## src/mepc_pkg.sv

```systemverilog
`default_nettype none
package mepc_pkg;

   localparam int COORD_W = 10;
   localparam int PIX_W   = 8;
   localparam int SUM_W   = 22;
   localparam int CNT_W   = 12;

   // coordinate window of the frame; compared on LIM_W bits (values up to 8191)
   localparam int LIM_W      = 13;
   localparam int MAX_WIDTH  = 1024;
   localparam int MAX_HEIGHT = 1024;

   localparam int COL_SLOTS = 1 << COORD_W;

   localparam logic [PIX_W-1:0] FULL_VALUE  = PIX_W'(255);
   localparam logic [CNT_W-1:0] COUNT_LIMIT = CNT_W'(4095);

   // divider steps: one quotient bit per cycle
   localparam int STEP_W = $clog2(SUM_W);

   typedef struct packed {
      logic             start;
      logic [SUM_W-1:0] dividend;
      logic [CNT_W-1:0] divisor;
   } div_req_type;

endpackage
`default_nettype wire

```

## src/mepc_div.sv

```systemverilog
`default_nettype none
// Restoring divider, one quotient bit per cycle.
module mepc_div (
   input  logic                       clock,
   input  logic                       reset,
   input  mepc_pkg::div_req_type      div_req,
   output logic                       div_done,
   output logic [mepc_pkg::SUM_W-1:0] div_quo
);
   import mepc_pkg::*;

   logic              run_ff, run_in;
   logic [STEP_W-1:0] step_ff, step_in;
   logic [SUM_W-1:0]  num_ff, num_in;
   logic [SUM_W-1:0]  quo_ff, quo_in;
   logic [CNT_W-1:0]  rem_ff, rem_in;
   logic [CNT_W-1:0]  dvs_ff, dvs_in;

   logic [CNT_W:0]    shifted;
   logic [CNT_W:0]    rem_sub;
   logic              ge;

   assign shifted = {rem_ff, num_ff[SUM_W-1]};
   assign ge      = shifted >= {1'b0, dvs_ff};
   assign rem_sub = shifted - {1'b0, dvs_ff};

   always_comb begin
      run_in  = run_ff;
      step_in = step_ff;
      num_in  = num_ff;
      quo_in  = quo_ff;
      rem_in  = rem_ff;
      dvs_in  = dvs_ff;
      if (div_req.start) begin
         run_in  = 1'b1;
         step_in = STEP_W'(SUM_W - 1);
         num_in  = div_req.dividend;
         dvs_in  = div_req.divisor;
         rem_in  = '0;
      end else if (run_ff) begin
         num_in  = {num_ff[SUM_W-2:0], 1'b0};
         quo_in  = {quo_ff[SUM_W-2:0], ge};
         rem_in  = ge ? rem_sub[CNT_W-1:0] : shifted[CNT_W-1:0];
         step_in = step_ff - 1'b1;
         if (step_ff == '0) begin
            run_in = 1'b0;
         end
      end
   end

   always_ff @(posedge clock) begin
      if (reset) begin
         run_ff <= 1'b0;
      end else begin
         run_ff <= run_in;
      end
      step_ff <= step_in;
      num_ff  <= num_in;
      quo_ff  <= quo_in;
      rem_ff  <= rem_in;
      dvs_ff  <= dvs_in;
   end

   // last step completes at this edge; quotient is final afterwards
   assign div_done = run_ff && (step_ff == '0);
   assign div_quo  = quo_ff;

endmodule
`default_nettype wire

```

## src/mask_edge_point_centroid.sv

```systemverilog
`default_nettype none
// Channel  Direction  Fields                                          Transfer
// req_     in         col_pos[10] row_pos[10] pixel[8] frame_end[1]   req_valid & req_ready
// rsp_     out        centroid_x[10] centroid_y[10] found[1]          rsp_valid & rsp_ready
//                     point_total[12]
//
// Cycles: one pixel per cycle inside a frame. The frame_end pixel closes the frame; the
//   column store is then swept clear, one entry per cycle, and req_ready stays low
//   meanwhile. Two dividers run under that sweep.
// Reset: synchronous; the same clear of the column store runs after reset.
// Stalls: a result waits in the rsp_ output register; a new frame may stream while it waits,
//   but its closing result is not produced until the previous one has been transferred.
module mask_edge_point_centroid (
   input  logic                         clock,
   input  logic                         reset,
   input  logic                         req_valid,
   output logic                         req_ready,
   input  logic [mepc_pkg::COORD_W-1:0] req_col_pos,
   input  logic [mepc_pkg::COORD_W-1:0] req_row_pos,
   input  logic [mepc_pkg::PIX_W-1:0]   req_pixel,
   input  logic                         req_frame_end,
   output logic                         rsp_valid,
   input  logic                         rsp_ready,
   output logic [mepc_pkg::COORD_W-1:0] rsp_centroid_x,
   output logic [mepc_pkg::COORD_W-1:0] rsp_centroid_y,
   output logic                         rsp_found,
   output logic [mepc_pkg::CNT_W-1:0]   rsp_point_total
);
   import mepc_pkg::*;

   // column-seen store: 1 bit per column, one read and one write port
   logic column_seen_mem [COL_SLOTS];

   logic               req_acc;

   // clear sweep
   logic               clr_run_ff, clr_run_in;
   logic [COORD_W-1:0] clr_addr_ff, clr_addr_in;

   // stage 1: pixel whose column-seen bit has just been read
   logic               s1_valid_ff;
   logic [COORD_W-1:0] s1_col_ff;
   logic [COORD_W-1:0] s1_row_ff;
   logic [PIX_W-1:0]   s1_pix_ff;
   logic               s1_last_ff;
   logic               rd_seen_ff;
   logic               fwd_ff;

   // frame accumulators
   logic               row_hit_ff, row_hit_in;
   logic [SUM_W-1:0]   x_sum_ff, x_sum_in;
   logic [SUM_W-1:0]   y_sum_ff, y_sum_in;
   logic [CNT_W-1:0]   cnt_ff, cnt_in;

   // result handling
   logic               div_run_ff, div_run_in;
   logic               res_pend_ff, res_pend_in;
   logic               res_found_ff, res_found_in;
   logic [CNT_W-1:0]   res_total_ff, res_total_in;
   logic               rsp_valid_ff, rsp_valid_in;
   logic [COORD_W-1:0] rsp_x_ff, rsp_x_in;
   logic [COORD_W-1:0] rsp_y_ff, rsp_y_in;
   logic               rsp_found_ff, rsp_found_in;
   logic [CNT_W-1:0]   rsp_total_ff, rsp_total_in;

   // stage 1 decision
   logic               in_window;
   logic               row_hit_now;
   logic               seen;
   logic               row_pt;
   logic               col_pt;
   logic               add1;
   logic               add2;
   logic [CNT_W-1:0]   cnt_mid;
   logic [1:0]         npts;
   logic [COORD_W:0]   x_add;
   logic [COORD_W:0]   y_add;
   logic [SUM_W-1:0]   x_next;
   logic [SUM_W-1:0]   y_next;
   logic [CNT_W-1:0]   cnt_next;
   logic               close_frame;

   // store write port
   logic               mem_we;
   logic [COORD_W-1:0] mem_wa;
   logic               mem_wd;

   // dividers
   div_req_type        div_x_req;
   div_req_type        div_y_req;
   logic               div_x_done;
   logic               div_y_done;
   logic [SUM_W-1:0]   div_x_quo;
   logic [SUM_W-1:0]   div_y_quo;
   logic               res_load;

   // hold off while sweeping, dividing, holding an unsent result, or closing a frame
   assign req_ready = !clr_run_ff && !div_run_ff && !res_pend_ff &&
                      !(s1_valid_ff && s1_last_ff);
   assign req_acc   = req_valid && req_ready;

   // ---- stage 1: judge the pixel ----
   assign in_window = ({{(LIM_W-COORD_W){1'b0}}, s1_col_ff} < LIM_W'(MAX_WIDTH)) &&
                      ({{(LIM_W-COORD_W){1'b0}}, s1_row_ff} < LIM_W'(MAX_HEIGHT));

   // column 0 opens a new row
   assign row_hit_now = (s1_col_ff == '0) ? 1'b0 : row_hit_ff;
   // previous pixel may have set the same column bit as this one was read
   assign seen   = rd_seen_ff || fwd_ff;
   assign row_pt = in_window && !row_hit_now && (s1_pix_ff != '0);
   assign col_pt = in_window && (s1_pix_ff == FULL_VALUE) && !seen;

   // points past the count limit are dropped, the marks are still set
   assign add1    = row_pt && (cnt_ff != COUNT_LIMIT);
   assign cnt_mid = cnt_ff + CNT_W'(add1);
   assign add2    = col_pt && (cnt_mid != COUNT_LIMIT);
   assign npts    = {1'b0, add1} + {1'b0, add2};

   always_comb begin
      case (npts)
         2'd1:    begin
            x_add = {1'b0, s1_col_ff};
            y_add = {1'b0, s1_row_ff};
         end
         2'd2:    begin
            x_add = {s1_col_ff, 1'b0};
            y_add = {s1_row_ff, 1'b0};
         end
         default: begin
            x_add = '0;
            y_add = '0;
         end
      endcase
   end

   assign x_next   = x_sum_ff + {{(SUM_W-COORD_W-1){1'b0}}, x_add};
   assign y_next   = y_sum_ff + {{(SUM_W-COORD_W-1){1'b0}}, y_add};
   assign cnt_next = cnt_ff + {{(CNT_W-2){1'b0}}, npts};

   assign close_frame = s1_valid_ff && s1_last_ff;

   // ---- column store write: sweep clears, stage 1 marks ----
   always_comb begin
      if (clr_run_ff) begin
         mem_we = 1'b1;
         mem_wa = clr_addr_ff;
         mem_wd = 1'b0;
      end else begin
         mem_we = s1_valid_ff && col_pt;
         mem_wa = s1_col_ff;
         mem_wd = 1'b1;
      end
   end

   always_ff @(posedge clock) begin
      if (mem_we) begin
         column_seen_mem[mem_wa] <= mem_wd;
      end
      if (req_acc) begin
         rd_seen_ff <= column_seen_mem[req_col_pos];
         fwd_ff     <= mem_we && mem_wd && (mem_wa == req_col_pos);
      end
   end

   // ---- control and accumulators ----
   always_comb begin
      clr_run_in  = clr_run_ff;
      clr_addr_in = clr_addr_ff;
      row_hit_in  = row_hit_ff;
      x_sum_in    = x_sum_ff;
      y_sum_in    = y_sum_ff;
      cnt_in      = cnt_ff;

      if (clr_run_ff) begin
         clr_addr_in = clr_addr_ff + 1'b1;
         if (clr_addr_ff == COORD_W'(COL_SLOTS - 1)) begin
            clr_run_in = 1'b0;
         end
      end

      if (s1_valid_ff) begin
         row_hit_in = row_pt || row_hit_now;
         x_sum_in   = x_next;
         y_sum_in   = y_next;
         cnt_in     = cnt_next;
      end

      if (close_frame) begin
         row_hit_in  = 1'b0;
         x_sum_in    = '0;
         y_sum_in    = '0;
         cnt_in      = '0;
         clr_run_in  = 1'b1;
         clr_addr_in = '0;
      end
   end

   // ---- closing divide ----
   assign div_x_req.start    = close_frame;
   assign div_x_req.dividend = x_next;
   assign div_x_req.divisor  = cnt_next;
   assign div_y_req.start    = close_frame;
   assign div_y_req.dividend = y_next;
   assign div_y_req.divisor  = cnt_next;

   mepc_div u_div_x (
      .clock    (clock),
      .reset    (reset),
      .div_req  (div_x_req),
      .div_done (div_x_done),
      .div_quo  (div_x_quo)
   );

   mepc_div u_div_y (
      .clock    (clock),
      .reset    (reset),
      .div_req  (div_y_req),
      .div_done (div_y_done),
      .div_quo  (div_y_quo)
   );

   assign res_load = res_pend_ff && (!rsp_valid_ff || rsp_ready);

   always_comb begin
      div_run_in   = div_run_ff;
      res_pend_in  = res_pend_ff;
      res_found_in = res_found_ff;
      res_total_in = res_total_ff;
      rsp_valid_in = rsp_valid_ff;
      rsp_x_in     = rsp_x_ff;
      rsp_y_in     = rsp_y_ff;
      rsp_found_in = rsp_found_ff;
      rsp_total_in = rsp_total_ff;

      if (close_frame) begin
         div_run_in   = 1'b1;
         res_found_in = cnt_next != '0;
         res_total_in = cnt_next;
      end
      if (div_run_ff && div_x_done && div_y_done) begin
         div_run_in  = 1'b0;
         res_pend_in = 1'b1;
      end

      if (rsp_valid_ff && rsp_ready) begin
         rsp_valid_in = 1'b0;
      end
      if (res_load) begin
         res_pend_in  = 1'b0;
         rsp_valid_in = 1'b1;
         // empty frame: divide by zero result is discarded
         rsp_x_in     = res_found_ff ? div_x_quo[COORD_W-1:0] : '0;
         rsp_y_in     = res_found_ff ? div_y_quo[COORD_W-1:0] : '0;
         rsp_found_in = res_found_ff;
         rsp_total_in = res_total_ff;
      end
   end

   always_ff @(posedge clock) begin
      if (reset) begin
         clr_run_ff   <= 1'b1;
         clr_addr_ff  <= '0;
         s1_valid_ff  <= 1'b0;
         row_hit_ff   <= 1'b0;
         x_sum_ff     <= '0;
         y_sum_ff     <= '0;
         cnt_ff       <= '0;
         div_run_ff   <= 1'b0;
         res_pend_ff  <= 1'b0;
         rsp_valid_ff <= 1'b0;
      end else begin
         clr_run_ff   <= clr_run_in;
         clr_addr_ff  <= clr_addr_in;
         s1_valid_ff  <= req_acc;
         row_hit_ff   <= row_hit_in;
         x_sum_ff     <= x_sum_in;
         y_sum_ff     <= y_sum_in;
         cnt_ff       <= cnt_in;
         div_run_ff   <= div_run_in;
         res_pend_ff  <= res_pend_in;
         rsp_valid_ff <= rsp_valid_in;
      end
      if (req_acc) begin
         s1_col_ff  <= req_col_pos;
         s1_row_ff  <= req_row_pos;
         s1_pix_ff  <= req_pixel;
         s1_last_ff <= req_frame_end;
      end
      res_found_ff <= res_found_in;
      res_total_ff <= res_total_in;
      rsp_x_ff     <= rsp_x_in;
      rsp_y_ff     <= rsp_y_in;
      rsp_found_ff <= rsp_found_in;
      rsp_total_ff <= rsp_total_in;
   end

   assign rsp_valid       = rsp_valid_ff;
   assign rsp_centroid_x  = rsp_x_ff;
   assign rsp_centroid_y  = rsp_y_ff;
   assign rsp_found       = rsp_found_ff;
   assign rsp_point_total = rsp_total_ff;

endmodule
`default_nettype wire

```

## config.mk

```make
export PLATFORM = sky130hd
export DESIGN_NAME = mask_edge_point_centroid
export DESIGN_NICKNAME = d
export VERILOG_FILES = /design/src/mepc_pkg.sv /design/src/mepc_div.sv /design/src/mask_edge_point_centroid.sv
export SDC_FILE = /design/constraint.sdc
export NUM_CORES = 2
export LEC_CHECK = 0
export ABC_AREA = 1
export BUFFER_PORTS_ARGS = -buffer_cell sky130_fd_sc_hd__buf_2
export CAP_MARGIN = 20
export CORE_ASPECT_RATIO = 0.9
export CORE_MARGIN = 2
export CORE_UTILIZATION = 56
export CTS_CLUSTER_SIZE = 10
export DETAILED_ROUTE_END_ITERATION = 10
export PLACE_DENSITY = 0.72
export SLEW_MARGIN = 20
export SYNTH_ARGS = -nofsm -noshare
export SYNTH_HDL_FRONTEND = slang
export SYNTH_SLANG_ARGS = --single-unit
```

## constraint.sdc

```tcl
create_clock -name clock -period 24.8 [get_ports clock]
set_clock_uncertainty 0.1 [all_clocks]
set_input_delay 2.48 -clock clock [delete_from_list [all_inputs] [get_ports clock]]
set_output_delay 2.48 -clock clock [all_outputs]
set_load 0.1 [all_outputs]
```

## Word-level counts from Yosys, hierarchy flattened

Memory sizes are Yosys's and may differ from the RTL's. A register that Yosys moved wholly into a read port is not among the register bits.
Index checks and enable logic that the tools add are counted.
Widths: inputs -> output; s select.

- Add/subtract/negate cells: 10
- $lt $le $gt $ge: 2
- Equality and inequality tests: 7
- Multiplexer cells: 24
- Bitwise logic cells: 1
- Reductions and logical operators: 41

Operators by type and width:

| kind | number |
|---|---|
| $mux 22 | 4 |
| $add 22x11->22 | 2 |
| $pmux 11 s2 | 2 |
| $ge 13x12->1 | 2 |
| $mux 12 | 2 |
| $ne 12x12->1 const B | 2 |
| $sub 12x12->12 | 2 |
| $logic_and 1x1->1 | 18 |
| $mux 1 | 15 |
| $add 12x1->12 | 1 |
| $add 12x2->12 | 1 |
| $reduce_bool 12->1 | 1 |
| $add 10x1->10 const B | 1 |
| $eq 10x10->1 | 1 |
| $eq 10x10->1 const B | 1 |
| $logic_not 10->1 | 1 |
| $logic_not 5->1 | 2 |
| $mux 10 | 1 |
| $sub 5x1->5 const B | 2 |
| $eq 8x8->1 const B | 1 |
| $reduce_bool 8->1 | 1 |
| $logic_not 1->1 | 7 |
| $reduce_bool 2->1 | 3 |
| $reduce_or 2->1 | 3 |
| 6 further kinds | 9 |

- Bits in registers: 248
- Memory bits (writable): 1024
- Input port bits: 33
- Output and inout bits: 35
- Memories: 1

Memories:

| memory | depth | width | rd ports | clocked after Yosys merged registers in | write ports | RTL line | text |
|---|---|---|---|---|---|---|---|
| column_seen_mem | 1024 | 1 | 1 | 1 | 1 | mask_edge_point_centroid.sv:32 | `logic column_seen_mem [COL_SLOTS];` |

## Depth between registers and ports, before layout

- Depth in word-level cells: 13
- Mapped depth: 35

## Cells and area by module

A second synthesis with hierarchy kept.

- Cell total of the unflattened synthesis: 6402
- Area, all modules: 60912.2 um2

Modules (own cells, without submodules):

| module | instances | cells an instance | area each (um2) |
|---|---|---|---|
| mask_edge_point_centroid | 1 | 5614 | 53652.7 |
| mepc_div | 2 | 394 | 3629.7 |

## Worst setup path after synthesis

No wires, ideal clock.

- Path type: reg-to-reg
- Start: reg clr_run_ff
- End: mem column_seen_mem[823], enable pin
- Data arrival time: 13.644 ns
- Required time: 24.401 ns
- Slack: 10.756 ns
- Cell stages (with the launch flop): 13
- Path buffers: 3
- Period minus slack after synthesis: 14.044 ns
- Path through: dfxtp_1 > buf_6 > inv_1 > a21oi_1 > inv_1 > nand2_1 > nor2_1 > inv_1 > nor2_1 > inv_1 > buf_2 > buf_6 > nor2_1

- Cells in the longest elaborated chain, start to end: 3

RTL lines:

| what | RTL line | text |
|---|---|---|
| from (decl) | mask_edge_point_centroid.sv:37 | `logic clr_run_ff, clr_run_in;` |
| from (signal assigned) | mask_edge_point_centroid.sv:272 | `clr_run_ff <= clr_run_in;` |
| $mux 1 | mask_edge_point_centroid.sv:144 | `if (clr_run_ff) begin` |
| $mux 1 | mask_edge_point_centroid.sv:156 | `if (mem_we) begin` |
| $mux 1 (not written as such) | mask_edge_point_centroid.sv:157 | `column_seen_mem[mem_wa] <= mem_wd;` |
| to (decl) | mask_edge_point_centroid.sv:32 |  |

Parallel ways exist; a longest one is shown, timed or not.

## Worst setup path in the final report

- Start: reg s1_valid_ff
- End: out req_ready

- Cells in the longest elaborated chain, start to end: 3

RTL lines:

| what | RTL line | text |
|---|---|---|
| from (decl) | mask_edge_point_centroid.sv:41 | `logic s1_valid_ff;` |
| from (signal assigned) | mask_edge_point_centroid.sv:274 | `s1_valid_ff <= req_acc;` |
| $logic_and 1x1->1 | mask_edge_point_centroid.sv:99 | `!(s1_valid_ff && s1_last_ff);` |
| $logic_not 1->1 | mask_edge_point_centroid.sv:99 |  |
| $logic_and 1x1->1 | mask_edge_point_centroid.sv:98 | `assign req_ready = !clr_run_ff && !div_run_ff && !res_pend_ff &&` |
| to (decl) | mask_edge_point_centroid.sv:17 | `output logic req_ready,` |

No other way between the ends.

==> summary.txt <==
Status
  • Status: complete, no violations

Critical path
  • R2R Setup Slk: 18.78 ns
  • RR Startpoint: s1_col_ff[6]
  • R2R Path End: u_div_x.num_ff[20]
  • Critical path startpoint category: flop
  • Worst endpoint data arrival time: 3.50 ns
  • Critical path's most frequent cell: buf_4
  • CP Buf/Inv Count: 6
  • CP max stage cell: buf_4
  • Worst Path Max Fanout: 66
  • Setup CP Type: reg2out
  • CP top delay family: buffers and inverters
  • CP cell instances: buf_4 > nand2_2 > buf_4 > inv_2 > buf_4 > nor2_1 > inv_1 > nor3_1 > buf_2
  • Worst Path Required: 22.22 ns
  • CP Capture Type: primary output
  • Crit path depth: 9
  • R2R depth: 27
  • Largest stage delay on the critical path: about 0.56 ns

Clocking
  • Clock-pin slew on the worst setup and hold paths: approximately 0.050 ns
  • Clock tree buffer depth: 3
  • Clock Sinks: 1273
  • Root buf cell: clkbuf_16
  • Clk Latency, worst-skew pair: 0.76 ns
  • Postcts setup bufs: 0
  • CTS tree: done
  • Num CTS Buffers: around 150
  • Post-cts gate resize count: 0
  • Hold_buf cts: 0
  • H-tree lvl count: 4

Routing
  • Vias post-DR: 44475
  • DR WL/cell: 21.7 um
  • DRT Pass-1 Iters: 8
  • Vias per cell: ~6.0
  • Antenna Nets Post-Route: 0
  • Drt initial violations: 5513
  • Routed WL: 162 mm
  • DRC violations left: 0

Global routing
  • Tot GR Track Use: 29.7%
  • Grt ovf: 0
  • Pin count of the biggest net entering global routing: 287
  • Initial antenna violation count: 1
  • First-pass GRT wire length: 246 mm
  • Vias in the first global route: 42072

Power
  • P_leak: approximately 23 nW
  • Peak supply drop: 66.6 uV
  • Pwr Density: 70.6 nW/um^2
  • Tot Pwr: ~4.5 mW

Floorplan
  • Die X: 346 um
  • Rows: 112
  • Core Area: 104000 um^2
  • Effective utilization at floorplan: 56.6%
  • Io pins: 68
  • Die ar.: about 110000 um^2
  • Die Ht: between 300 and 400 um

Synth
  • Post-synthesis sequential area ratio: ~63%
  • Synth top area share: 59.5%
  • Area leader, netlist: edfxtp_1
  • Synthesized flop and latch total: 1273
  • Asr flop ratio synth: 0%
  • Post-synth EDFFs: around 1200
  • Top post-synthesis cells by area: edfxtp_1 (59%), nand2_1 (9.1%), nand3_1 (9.0%)
  • Synth Area per Inst: roughly 9.5 um^2
  • Gate Count Post-Synth: 6172
  • Syn nets: 6266
  • Warning count from the yosys run: 0
  • Synthesized cell area: 58800 um^2
  • Dominant synthesized flop cell: edfxtp_1
  • Synth unique cells: 50

Final layout
  • Register Area: 37100 um^2
  • Number of filler cells placed in the layout: approximately 8600
  • Share of cells above drive strength 1: 6.66%
  • Final #Nets: approximately 6000
  • Multi-input gate area: 18800 um^2
  • Post-layout util: 61.4%
  • Area grow syn2layout: 8.58%

Timing
  • RSZ-0062 raised after global routing: no
  • Slew Limit Fails: 0
  • Worst setup margin: 18.72 ns
  • Final period util: between 20% and 30%
  • Worst slew pin tran: between 1 and 1.5 ns
  • Fmax: roughly 160 MHz
  • Slew headroom: a little under a fifth
  • Fin. Hold Viols: 0
  • Final setup fails: 0
  • Setup_tns: 0 ns
  • Fin crit period: 6.08 ns

Placed design
  • Post-Place Setup Slack: 18.33 ns
  • Post-DP HPWL: just over 80 mm
  • Final GP Congestion: between 0.8 and 0.9
  • Input/output buffers: 67

Min path
  • WHS Endpoint: u_div_y.div_quo[1]
  • Worst hold-check path type: reg2reg
  • Depth of the worst hold-timing path: 0
  • Min-delay src: u_div_y.div_quo[0]

Flow run
  • Max-cap violations: 0
Yosys cell counts (3+ instances only):
| cell type | number |
|---|---|
| xor2_1 | 48 |
| inv_2 | 10 |
| a21oi_1 | 85 |
| buf_1 | 68 |
| a31oi_1 | 7 |
| dfxtp_1 | 108 |
| o211ai_1 | 19 |
| ha_1 | 56 |
| nor4_1 | 13 |
| inv_1 | 263 |
| or2_2 | 4 |
| nand3b_1 | 5 |
| fa_1 | 5 |
| nand2_2 | 14 |
| o21ai_0 | 108 |
| nor2_4 | 3 |
| and3_1 | 3 |
| buf_2 | 173 |
| nand3_1 | 1063 |
| nor2_1 | 1179 |
| o21a_1 | 3 |
| xnor2_1 | 16 |
| nor3_1 | 27 |
| buf_6 | 4 |
| nor2_2 | 10 |
| o21ai_1 | 7 |
| clkinv_1 | 5 |
| buf_4 | 4 |
| nand4_1 | 12 |
| o22ai_1 | 21 |
| o21ai_2 | 4 |
| a211oi_1 | 3 |
| clkbuf_1 | 197 |
| a21o_1 | 16 |
| edfxtp_1 | 1165 |
| nand2_1 | 1424 |
per-layer routing:
| metal | GRT usage (%) | routed length [um] |
|---|---|---|
| met1 | 38.5 | 60800 |
| met2 | 49.0 | 76500 |
| met3 | 5.50 | 17000 |
| met4 | 13.2 | 7300 |
| met5 | 0 | 9 |
flip-flops by register name (all words and copies together) (netlist names), 22 cells and up:
| signal | cells |
|---|---|
| x_sum_ff | 22 |
| y_sum_ff | 22 |
| column_seen_mem | 1024 |
| u_div_y.num_ff | 22 |
| u_div_x.num_ff | 22 |
cells in the final DEF, fill, tap and decap left out, types with 13 or more instances in the layout:
cell / Yosys / final
o21ai_0: 108 / 108
clkbuf_16: 0 / 151
buf_2: 173 / 63
a21o_1: 16 / 16
edfxtp_1: 1165 / 1165
nand2_2: 14 / 49
nand3_1: 1063 / 1063
o211ai_1: 19 / 19
a21oi_1: 85 / 84
xnor2_1: 16 / 16
clkbuf_1: 197 / 36
nand2_1: 1424 / 1387
inv_1: 263 / 256
buf_4: 4 / 59
xor2_1: 48 / 48
o22ai_1: 21 / 21
inv_2: 10 / 13
ha_1: 56 / 56
nor4_1: 13 / 13
nor3_1: 27 / 27
nor2_1: 1179 / 1176
dfxtp_1: 108 / 107
worst max path at each step:
stage / from / endpoint / slack [ns]
after floorplan: clr_run_ff / column_seen_mem[823] / 10.76
after global placement: req_col_pos[0] / rd_seen_ff / 18.32
after detailed placement: req_col_pos[0] / rd_seen_ff / 18.33
after CTS: s1_valid_ff / req_ready / 18.63
after global routing: s1_col_ff[6] / u_div_x.num_ff[20] / 18.32
final: s1_valid_ff / req_ready / 18.72
layout make-up:
type,instances,share of cell area (%)
multi-input combinational,4175,29.5
inverter,278,1.68
antenna,1,0.00392
sequential,1273,58.1
tap,1368,2.68
clock buffer,192,6.23
clock inverter,13,0.227
timing repair buffer,134,1.54
worst register-to-register path, delay by kind of cell (launching register included):
| kind | cells | cell delay [ns] |
|---|---|---|
| flip-flops | 1 | 0.48 |
| buffers and inverters | 3 | 0.24 |
| adder cells (fa/ha/maj) | 4 | 1.08 |
| AND/OR/NAND/NOR | 11 | 1.96 |
| AO/OA/AOI/OAI | 9 | 1.90 |
cells by family (layout without fill, tap and decap cells):
family	after synthesis	after routing	share of synthesized area, %
fa+ha+maj	61	61	1.36
compound gates	288	288	2.83
buf+inv	724	617	5.06
xor+xnor	64	64	0.953
other cells	0	1	0
flops	1273	1273	63.1
simple gates	3762	3762	26.7
metrics by stage:
| stage | instance area, um^2 | hold slack, ns | std cells |
|---|---|---|---|
| 2_1_floorplan | 58800 | 0.326 | 6172 |
| 3_3_place_gp | 59600 | 0.333 | 7223 |
| 3_5_place_dp | 59600 | 0.337 | 7225 |
| 4_1_cts | 63800 | 0.349 | 7430 |
| 5_1_grt | 63900 | 0.354 | 7433 |
| 6_report | 63900 | 0.348 | 7434 |
where the power goes:
part | switching, mW | internal, mW | leakage (nW) | total, mW
Clock | 0.818 | 1.11 | 2.01 | 1.93
Sequential | 0.00728 | 2.32 | 10.5 | 2.33
Combinational | 0.181 | 0.0712 | 10.2 | 0.252
(Power assumes the default switching activity.)
